**src/bcc_pkg.sv**
```systemverilog
// Package for the button click classifier.
// Holds the time width, click kind codes, register indexes and the config struct.
// No dependencies.
package bcc_pkg;

    localparam int TIME_BITS = 32;
    localparam int CFG_BITS  = 16;

    typedef logic [TIME_BITS-1:0] t_time;

    typedef enum logic [1:0] {
        KIND_NONE   = 2'd0,
        KIND_SHORT  = 2'd1,
        KIND_DOUBLE = 2'd2,
        KIND_LONG   = 2'd3
    } t_kind;

    typedef enum logic [1:0] {
        REG_DEBOUNCE = 2'd0,
        REG_LONG     = 2'd1,
        REG_DOUBLE   = 2'd2,
        REG_SPARE    = 2'd3
    } t_reg_idx;

    localparam logic [CFG_BITS-1:0] DEBOUNCE_RST = CFG_BITS'(50);
    localparam logic [CFG_BITS-1:0] LONG_RST     = CFG_BITS'(1000);
    localparam logic [CFG_BITS-1:0] DOUBLE_RST   = CFG_BITS'(400);

    typedef struct packed {
        logic [CFG_BITS-1:0] debounce_ms;
        logic [CFG_BITS-1:0] long_press_ms;
        logic [CFG_BITS-1:0] double_click_ms;
    } t_cfg;

endpackage

```
**src/button_click_classifier.sv**
```systemverilog
// Button click classifier: one sample of level and millisecond time in, one click kind out.
// A sample is registered in the input register, then classified and written to the result
// register; one sample per cycle is sustained while results are not stalled. Result stalls
// hold the sample in the input register.
// Depends on bcc_pkg, bcc_cfg and bcc_core.
module button_click_classifier (
    input  logic        i_clk,
    input  logic        i_rst_n,
    input  logic        s_axis_tvalid,
    output logic        s_axis_tready,
    input  logic [39:0] s_axis_tdata,  // [0] button_level, [32:1] now_ms, rest zero
    output logic        m_axis_tvalid,
    input  logic        m_axis_tready,
    output logic [7:0]  m_axis_tdata,  // [1:0] click_kind, rest zero
    input  logic        i_cfg_valid,
    output logic        o_cfg_ready,
    input  logic [1:0]  i_cfg_index,
    input  logic [15:0] i_cfg_data
);
    import bcc_pkg::*;

    logic        r_in_vld;
    logic        r_in_level;
    logic [31:0] r_in_now;
    logic        r_out_vld;
    t_kind       r_out_kind;
    logic        w_adv;
    logic        w_fire;
    t_cfg        w_cfg;
    t_kind       w_kind;

    assign w_adv         = !r_out_vld || m_axis_tready;
    assign w_fire        = r_in_vld && w_adv;
    assign s_axis_tready = !r_in_vld || w_adv;
    assign o_cfg_ready   = 1'b1;

    bcc_cfg u_cfg (
        .i_clk   (i_clk),
        .i_rst_n (i_rst_n),
        .i_wr    (i_cfg_valid),
        .i_index (t_reg_idx'(i_cfg_index)),
        .i_data  (i_cfg_data),
        .o_cfg   (w_cfg)
    );

    bcc_core u_core (
        .i_clk   (i_clk),
        .i_rst_n (i_rst_n),
        .i_en    (w_fire),
        .i_level (r_in_level),
        .i_now   (t_time'(r_in_now)),
        .i_cfg   (w_cfg),
        .o_kind  (w_kind)
    );

    always_ff @(posedge i_clk) begin
        if (!i_rst_n) begin
            r_in_vld  <= 1'b0;
            r_out_vld <= 1'b0;
        end else begin
            if (s_axis_tready) begin
                r_in_vld <= s_axis_tvalid;
            end
            if (w_adv) begin
                r_out_vld <= r_in_vld;
            end
        end
    end

    always_ff @(posedge i_clk) begin
        if (s_axis_tvalid && s_axis_tready) begin
            r_in_level <= s_axis_tdata[0];
            r_in_now   <= s_axis_tdata[32:1];
        end
        if (w_fire) begin
            r_out_kind <= w_kind;
        end
    end

    assign m_axis_tvalid = r_out_vld;
    assign m_axis_tdata  = {6'd0, r_out_kind};

    a_hold_stalled: assert property (@(posedge i_clk) disable iff (!i_rst_n)
        r_in_vld && !w_adv |=> r_in_vld)
        else $error("Registered sample lost during result stall.");

    a_fire_result: assert property (@(posedge i_clk) disable iff (!i_rst_n)
        w_fire |=> m_axis_tvalid)
        else $error("Classified sample produced no result.");

    a_ready_stall: assert property (@(posedge i_clk) disable iff (!i_rst_n)
        !s_axis_tready |-> (r_in_vld && r_out_vld && !m_axis_tready))
        else $error("Input blocked without a full pipeline stall.");

endmodule

```
**src/bcc_cfg.sv**
```systemverilog
// Configuration register file of the button click classifier.
// Depends on bcc_pkg for register indexes, reset values and the config struct.
module bcc_cfg (
    input  logic                          i_clk,
    input  logic                          i_rst_n,
    input  logic                          i_wr,
    input  bcc_pkg::t_reg_idx             i_index,
    input  logic [bcc_pkg::CFG_BITS-1:0]  i_data,
    output bcc_pkg::t_cfg                 o_cfg
);
    import bcc_pkg::*;

    t_cfg r_cfg;

    always_ff @(posedge i_clk) begin
        if (!i_rst_n) begin
            r_cfg.debounce_ms     <= DEBOUNCE_RST;
            r_cfg.long_press_ms   <= LONG_RST;
            r_cfg.double_click_ms <= DOUBLE_RST;
        end else if (i_wr) begin
            case (i_index)
                REG_DEBOUNCE: r_cfg.debounce_ms     <= i_data;
                REG_LONG:     r_cfg.long_press_ms   <= i_data;
                REG_DOUBLE:   r_cfg.double_click_ms <= i_data;
                default:      r_cfg <= r_cfg;
            endcase
        end
    end

    assign o_cfg = r_cfg;

endmodule

```
**src/bcc_core.sv**
```systemverilog
// Debounce and click classification state with its next-state logic.
// Depends on bcc_pkg for the time type, kind codes and the config struct.
module bcc_core (
    input  logic           i_clk,
    input  logic           i_rst_n,
    input  logic           i_en,
    input  logic           i_level,
    input  bcc_pkg::t_time i_now,
    input  bcc_pkg::t_cfg  i_cfg,
    output bcc_pkg::t_kind o_kind
);
    import bcc_pkg::*;

    logic  r_last_level;
    logic  r_pressed;
    t_time r_stable_since;
    t_time r_press_began;
    t_time r_release_at;
    logic  r_pending;

    logic  n_pressed;
    t_time n_stable_since;
    t_time n_press_began;
    t_time n_release_at;
    logic  n_pending;
    t_kind n_kind;
    logic  w_done;

    always_comb begin
        n_pressed      = r_pressed;
        n_press_began  = r_press_began;
        n_release_at   = r_release_at;
        n_pending      = r_pending;
        n_kind         = KIND_NONE;
        w_done         = 1'b0;
        n_stable_since = (i_level != r_last_level) ? i_now : r_stable_since;

        if (t_time'(i_now - n_stable_since) > t_time'(i_cfg.debounce_ms)) begin
            if (i_level && !r_pressed) begin
                n_pressed     = 1'b1;
                n_press_began = i_now;
            end
            if (!i_level && r_pressed) begin
                n_pressed = 1'b0;
                if (t_time'(i_now - r_press_began) >= t_time'(i_cfg.long_press_ms)) begin
                    n_pending = 1'b0;
                    n_kind    = KIND_LONG;
                    w_done    = 1'b1;
                end else if (r_pending) begin
                    n_pending = 1'b0;
                    n_kind    = KIND_DOUBLE;
                    w_done    = 1'b1;
                end else begin
                    n_pending    = 1'b1;
                    n_release_at = i_now;
                end
            end
        end

        if (!w_done && n_pending &&
            t_time'(i_now - n_release_at) > t_time'(i_cfg.double_click_ms)) begin
            n_pending = 1'b0;
            n_kind    = KIND_SHORT;
        end
    end

    always_ff @(posedge i_clk) begin
        if (!i_rst_n) begin
            r_last_level   <= 1'b0;
            r_pressed      <= 1'b0;
            r_stable_since <= '0;
            r_press_began  <= '0;
            r_release_at   <= '0;
            r_pending      <= 1'b0;
        end else if (i_en) begin
            r_last_level   <= i_level;
            r_pressed      <= n_pressed;
            r_stable_since <= n_stable_since;
            r_press_began  <= n_press_began;
            r_release_at   <= n_release_at;
            r_pending      <= n_pending;
        end
    end

    assign o_kind = n_kind;

endmodule
```
**config.mk**
```make
export PLATFORM = sky130hd
export DESIGN_NAME = button_click_classifier
export DESIGN_NICKNAME = d
export VERILOG_FILES = /design/src/bcc_pkg.sv /design/src/button_click_classifier.sv /design/src/bcc_cfg.sv /design/src/bcc_core.sv
export SDC_FILE = /design/constraint.sdc
export NUM_CORES = 1
export LEC_CHECK = 0
export BUFFER_PORTS_ARGS = -buffer_cell sky130_fd_sc_hd__buf_4
export CAP_MARGIN = 10
export CORE_UTILIZATION = 55
export DETAILED_ROUTE_END_ITERATION = 6
export GPL_TIMING_DRIVEN = 0
export PLACE_DENSITY = 0.84
export SLEW_MARGIN = 20
export SYNTH_ARGS = -nofsm -noshare
export SYNTH_HDL_FRONTEND = slang
export SYNTH_HIERARCHICAL = 1
export SYNTH_SLANG_ARGS = --single-unit
```
**constraint.sdc**
```tcl
create_clock -name i_clk -period 25 [get_ports i_clk]
set_input_delay 1.25 -clock i_clk [delete_from_list [all_inputs] [get_ports i_clk]]
set_output_delay 1.25 -clock i_clk [all_outputs]
set_load 0.1 [all_outputs]
```
Word-level counts from Yosys, hierarchy flattened. Cells that the tools add are included.

Add/sub/neg operators: 3. Multipliers: 0. Divide/modulo/power cells: 0. Order comparisons: 3. Eq/ne operators: 3. Shifts and indexed selects: 0. Multiplexer cells: 20. Bitwise logic cells: 2. Reductions and logical operators: 21.

Operator list (number): 2-to-1 mux 32 bit (5); subtractor 32 bit (3); greater-than comparator 32 x 16 -> 1 bit (2); >= comparator 32 x 16 -> 1 bit (1); 2-to-1 mux 1 bit (13); logical AND 1 bit (6); AND reduction 2 bit (3); AND reduction 3 bit (2); zero test 1 bit (5); 2-to-1 mux 2 bit (2); OR reduction 3 bit (1); equality test 2 x 1 -> 1 bit (second input constant) (1); equality test 2 bit (second input constant) (1); zero test 2 bit (1); logical OR 1 bit (2); NOT 1 bit (2); nonzero test 2 bit (1); != test 1 bit (1).

Register bits after elaboration: 184. Latch bits: 0. Bits in writable memories: 0. ROM bits: 0. Bits of input ports: 63. Output and inout bits: 11. Word-level logic and storage cells: 67. Memories kept: 0.

Depth between registers and ports, before layout.
Depth in word-level cells: 9. Gate-level depth with buffers: 53. Mapped depth without buffers: 49.

By module. The synthesis kept the hierarchy.

By module, submodules not included: bcc_core (instances 1, cells each 1570, area each 11701.2 µm², sequential area each 1981.9 µm²); bcc_cfg (instances 1, cells each 188, area each 1921.8 µm², sequential area each 960.9 µm²); button_click_classifier (instances 1, cells each 53, area each 1214.9 µm², sequential area each 1091.0 µm²).

Least setup slack after synthesis. No wires, ideal clock.

Kind: flip-flop to flip-flop. Start point: reg r_in_level. End point: reg r_out_kind[0] (data pin). Setup time: 269 ps. Arrival time: 9380 ps. Required time: 24731 ps. Slack: 15351 ps. Cell stages (with the launch flop): 53. Buffers on the path: 4. Clock period less this slack: 9649 ps. Cell sequence: edfxtp_1 xnor2_2 buf_4 clkbuf_1 o21ai_0 ha_1 inv_1 ha_1 nor2_1 o2111ai_1 nand3_1 and2_1 o22ai_1 a21oi_1 nor2_1 nor2_1 xnor2_1 ha_1 [17 not listed] a21oi_1 o21ai_0 o21a_1 o21ai_0 nand2b_1 a21oi_1 xnor2_1 ha_1 a21oi_1 nand2_1 a21oi_1 o21ai_0 a2111oi_0 nand4_1 nor4b_1 nand4_1 o32ai_1 o21ai_0.

Word-level cells in the longest chain between the ends: 8. Elaborated cells on any way between the ends: 19. Those cells by class: add/sub (2); order compare (2); eq/ne (1); mux (9); reduce/logical (5).

RTL lines: start, declared (RTL line button_click_classifier.sv:23) `logic r_in_level;`; start signal, assigned (RTL line button_click_classifier.sv:72) `r_in_level <= s_axis_tdata[0];`; != test 1 bit (RTL line bcc_core.sv:36) `n_stable_since = (i_level != r_last_level) ? i_now : r_stable_since;`; 2-to-1 mux 32 bit (RTL line bcc_core.sv:36); named net u_core.n_stable_since[0] (RTL line bcc_core.sv:22) `t_time n_stable_since;`; subtractor 32 bit (RTL line bcc_core.sv:38) `if (t_time'(i_now - n_stable_since) > t_time'(i_cfg.debounce_ms)) begin`; greater-than comparator 32 x 16 -> 1 bit (RTL line bcc_core.sv:38); 2-to-1 mux 32 bit (RTL line bcc_core.sv:38); named net u_core.n_release_at[0] (RTL line bcc_core.sv:24) `t_time n_release_at;`; subtractor 32 bit (RTL line bcc_core.sv:61) `t_time'(i_now - n_release_at) > t_time'(i_cfg.double_click_ms)) begin`; greater-than comparator 32 x 16 -> 1 bit (RTL line bcc_core.sv:61); logical AND 1 bit (RTL line bcc_core.sv:60) `if (!w_done && n_pending &&`; end signal, assigned (RTL line button_click_classifier.sv:76) `r_out_kind <= w_kind;`; end, declared (RTL line button_click_classifier.sv:26) `t_kind r_out_kind;`.

The timed path passes the listed nets, and every way through them passes these cells. A chain may end at the register's enable or synchronous reset.

Worst setup path in the final report. Same ends and word-level chain as after synthesis.

==> impl_metrics.ini <==
[worst_setup_path]
slowest_delay_ns = 0.59
r2r_cells = 52
r2r-end = r_out_kind[0]$_DFFE_PP_
cp.required_ns = 25.17
r2r_start = r_in_level$_DFFE_PP_
end_kind = flip-flop
worstPathMaxFanout = 10
crit_arrival_ns = 13.05
start_kind = flip-flop
reg2reg_slack_ns = 12.12
cp_slowest_cell = clkbuf_1
critPathKind = flip-flop to flip-flop

[finish]
fin_cells = 2241
diodes = 0
utilization = 0.622
synthToLayoutAreaGrowth_pct = 10.1
drive_gt1_frac = 0.0797
fin_area_mm2 = 0.0163
layout_common_cells = 231 x nand2_1, 150 x mux2i_1, 149 x dfxtp_1, 149 x a21oi_1, 145 x nor2_1
fin_nets = 2093
final_common_cell = nand2_1

[clock_tree]
cts_tree = done
clk_pin_slew_worst_paths_ns = 0.07
htreeDepth = 4
cts_setup_buffers = 0
postCtsHoldBufs = 0
cts_resized = 0
cts.sinks = 184
clkLatencyLatePin_ns = 0.43
cts_buffers = 17
cts_buffer_depth = 2
root_buffer = clkbuf_16

[route]
dr_total_vias = 13900
wire_per_inst_um = 18.7
ant_nets = 0
via_per_inst = 6.20
drtIter0Drc = 964
dr.pass1.iters = 7
drcViolationCount = 2
finalWirelength_um = 42000

[place]
gp_congestion = 0.976
place.detailed.hpwl_um = 33200
placed_area_mm2 = 0.0157
dp_cells = 2209
port_buffers = 57
pre_cts_ws_ns = 12.58

[global_routing]
grt.overflow.total = 0
antenna_found_initial = 0
grtUsageMet2 = 0.499
grt_pass1_wl_um = 66200
top_usage_layer = met2
grt_pass1_vias = 13000
use_met3 = 0.0462
grt_max_degree = 26
met1_usage = 0.388
track_usage = 0.300

[synth]
yosysWarnings = 6
seq_area_frac_synth = 0.272
synthFlopType = dfxtp_1
syn_inst = 1811
async_flop_share = 0
ys_types = 96
synth_edf_count = 35
ys_ff_latch = 184
synth_area_mm2 = 0.0148
syn_avg_cell_area_um2 = 8.19

[die]
start_util = 0.565
rows = 59
die_h_um = 166
core-area_mm2 = 0.0263
dieArea_mm2 = 0.0276
io_pins = 74
die-width_um = 166

[timing]
tns_ns = 0
slew_viol_final = 0
skew_ns = 0.0111
fin_ws_ns = 12.12
max_slew.worst_pin.slew_ns = 0.938
hold_viol_final = 0
whs_ns = 0.462
rsz0062_at_grt = no
fin_crit_ns = 12.88
slew_headroom = 0.358
setup_violations = 0
fin_crit_sh = 0.515
fmax_mhz = 77.6

[power_and_ir_drop]
leakagePower_nw = 6.84
total_power_mw = 0.883
p_sw_mw = 0.303
swShare = 0.343
seqPwrFrac = 0.373
p_int_mw = 0.580
p_clk_frac = 0.318
combinationalPowerShare = 0.310
ir_worst_vdd_mv = 0.0514
p_per_area_mw_per_mm2 = 54.0

[hold_path]
min_to = u_cfg/o_cfg[34]$_SDFFE_PN0P_
min_from = u_cfg/o_cfg[34]$_SDFFE_PN0P_
worstHoldPathCells = 2
worstHoldPathType = flip-flop to flip-flop

[flow_run]
max_cap_violations = 0

[run_status]
status = finished with violations
violations = design-rule violations
==> cell families after synthesis <==
family | count (synthesis) | share of synthesized area
other | 2 | 0.000506
adders and majority gates | 142 | 0.120
DFF | 184 | 0.272
xor gates and xnor gates | 63 | 0.0382
and+or+nand+nor | 592 | 0.189
muxes | 152 | 0.103
AOI/OAI and AO/OA | 473 | 0.213
buffers and inverters | 203 | 0.0649
==> critical path: cells and delay by family, from the launching register on <==
kind	cells	cell delay, ns
AOI/OAI and AO/OA	20	4.75
xor gates and xnor gates	3	0.77
adders and majority gates	6	1.88
buffers and inverters	6	1.47
DFF	1	0.55
and+or+nand+nor	17	3.14
==> per-layer routing <==
layer,up-vias,part of all wire
met4,0,0.036
met5,-,0
met2,574,0.46
li1,6654,-
met1,6565,0.44
met3,97,0.067
==> how the worst max path moves through the flow <==
stage                          from                 endpoint  slack [ns]  cells past startpoint
2_1_floorplan  r_in_level$_DFFE_PP_  r_out_kind[0]$_DFFE_PP_       15.35                     52
3_3_place_gp   r_in_level$_DFFE_PP_  r_out_kind[0]$_DFFE_PP_       12.74                     50
3_5_place_dp   r_in_level$_DFFE_PP_  r_out_kind[0]$_DFFE_PP_       12.58                     49
4_1_cts        r_in_level$_DFFE_PP_  r_out_kind[0]$_DFFE_PP_       12.47                     48
5_1_grt        r_in_level$_DFFE_PP_  r_out_kind[0]$_DFFE_PP_       11.72                     52
6_report       r_in_level$_DFFE_PP_  r_out_kind[0]$_DFFE_PP_       12.12                     52
==> registers in the layout (all words and copies together), names as in the netlist <==
| register | flops |
|---|---|
| m_axis_tvalid | 1 |
| r_in_level | 1 |
| r_in_now | 32 |
| r_in_vld | 1 |
| r_out_kind | 2 |
| u_cfg/o_cfg | 48 |
| u_core/r_last_level | 1 |
| u_core/r_pending | 1 |
| u_core/r_press_began | 32 |
| u_core/r_pressed | 1 |
| u_core/r_release_at | 32 |
| u_core/r_stable_since | 32 |
==> power groups by stage <==
stage | sequential, mW | combinational, mW | clock, mW
detailed placement | 0.335 | 0.264 | 0
finish | 0.329 | 0.273 | 0.281
global placement | 0.334 | 0.258 | 0
floorplan | 0.331 | 0.199 | 0
CTS | 0.328 | 0.267 | 0.282
global route | 0.330 | 0.298 | 0.295
==> cells in the mapped netlist (6+ instances only) <==
library cell / instances / area (um^2)
o21a_1: 36 / 270
o211a_1: 6 / 60.1
mux2i_1: 150 / 1500
a21boi_0: 7 / 52.6
a21o_1: 41 / 308
xnor2_1: 42 / 368
o2111ai_1: 8 / 70.1
nand2_1: 231 / 867
a21oi_1: 150 / 751
a211oi_1: 37 / 278
ha_1: 135 / 1690
inv_1: 113 / 424
o211ai_1: 15 / 113
xor2_1: 19 / 166
and3_1: 12 / 75.1
a211o_1: 6 / 52.6
o31a_1: 6 / 52.6
nand4_1: 24 / 150
clkbuf_1: 56 / 210
a2111oi_0: 6 / 52.6
nor4_1: 10 / 62.6
and2_1: 6 / 37.5
o21bai_1: 10 / 75.1
buf_4: 12 / 90.1
edfxtp_1: 35 / 1050
buf_6: 9 / 101
o31ai_1: 12 / 90.1
nor2_1: 145 / 544
o22ai_1: 16 / 100
nor2b_1: 39 / 244
nand3_1: 25 / 125
dfxtp_1: 149 / 2980
nor3_1: 28 / 140
nand2b_1: 24 / 150
o21ai_0: 63 / 315
or3_1: 9 / 56.3
a31oi_1: 11 / 68.8
==> final cells by class <==
class                      instances  area (um^2)
buffer                            89          536
fill                            2239         9940
clock buffer                      19          433
timing repair buffer              58          455
clock inverter                    13          168
inverter                         114          428
sequential                       184         4030
multi-input combinational       1429         9870
tap                              335          419
Power figures use the tool's default switching activity.
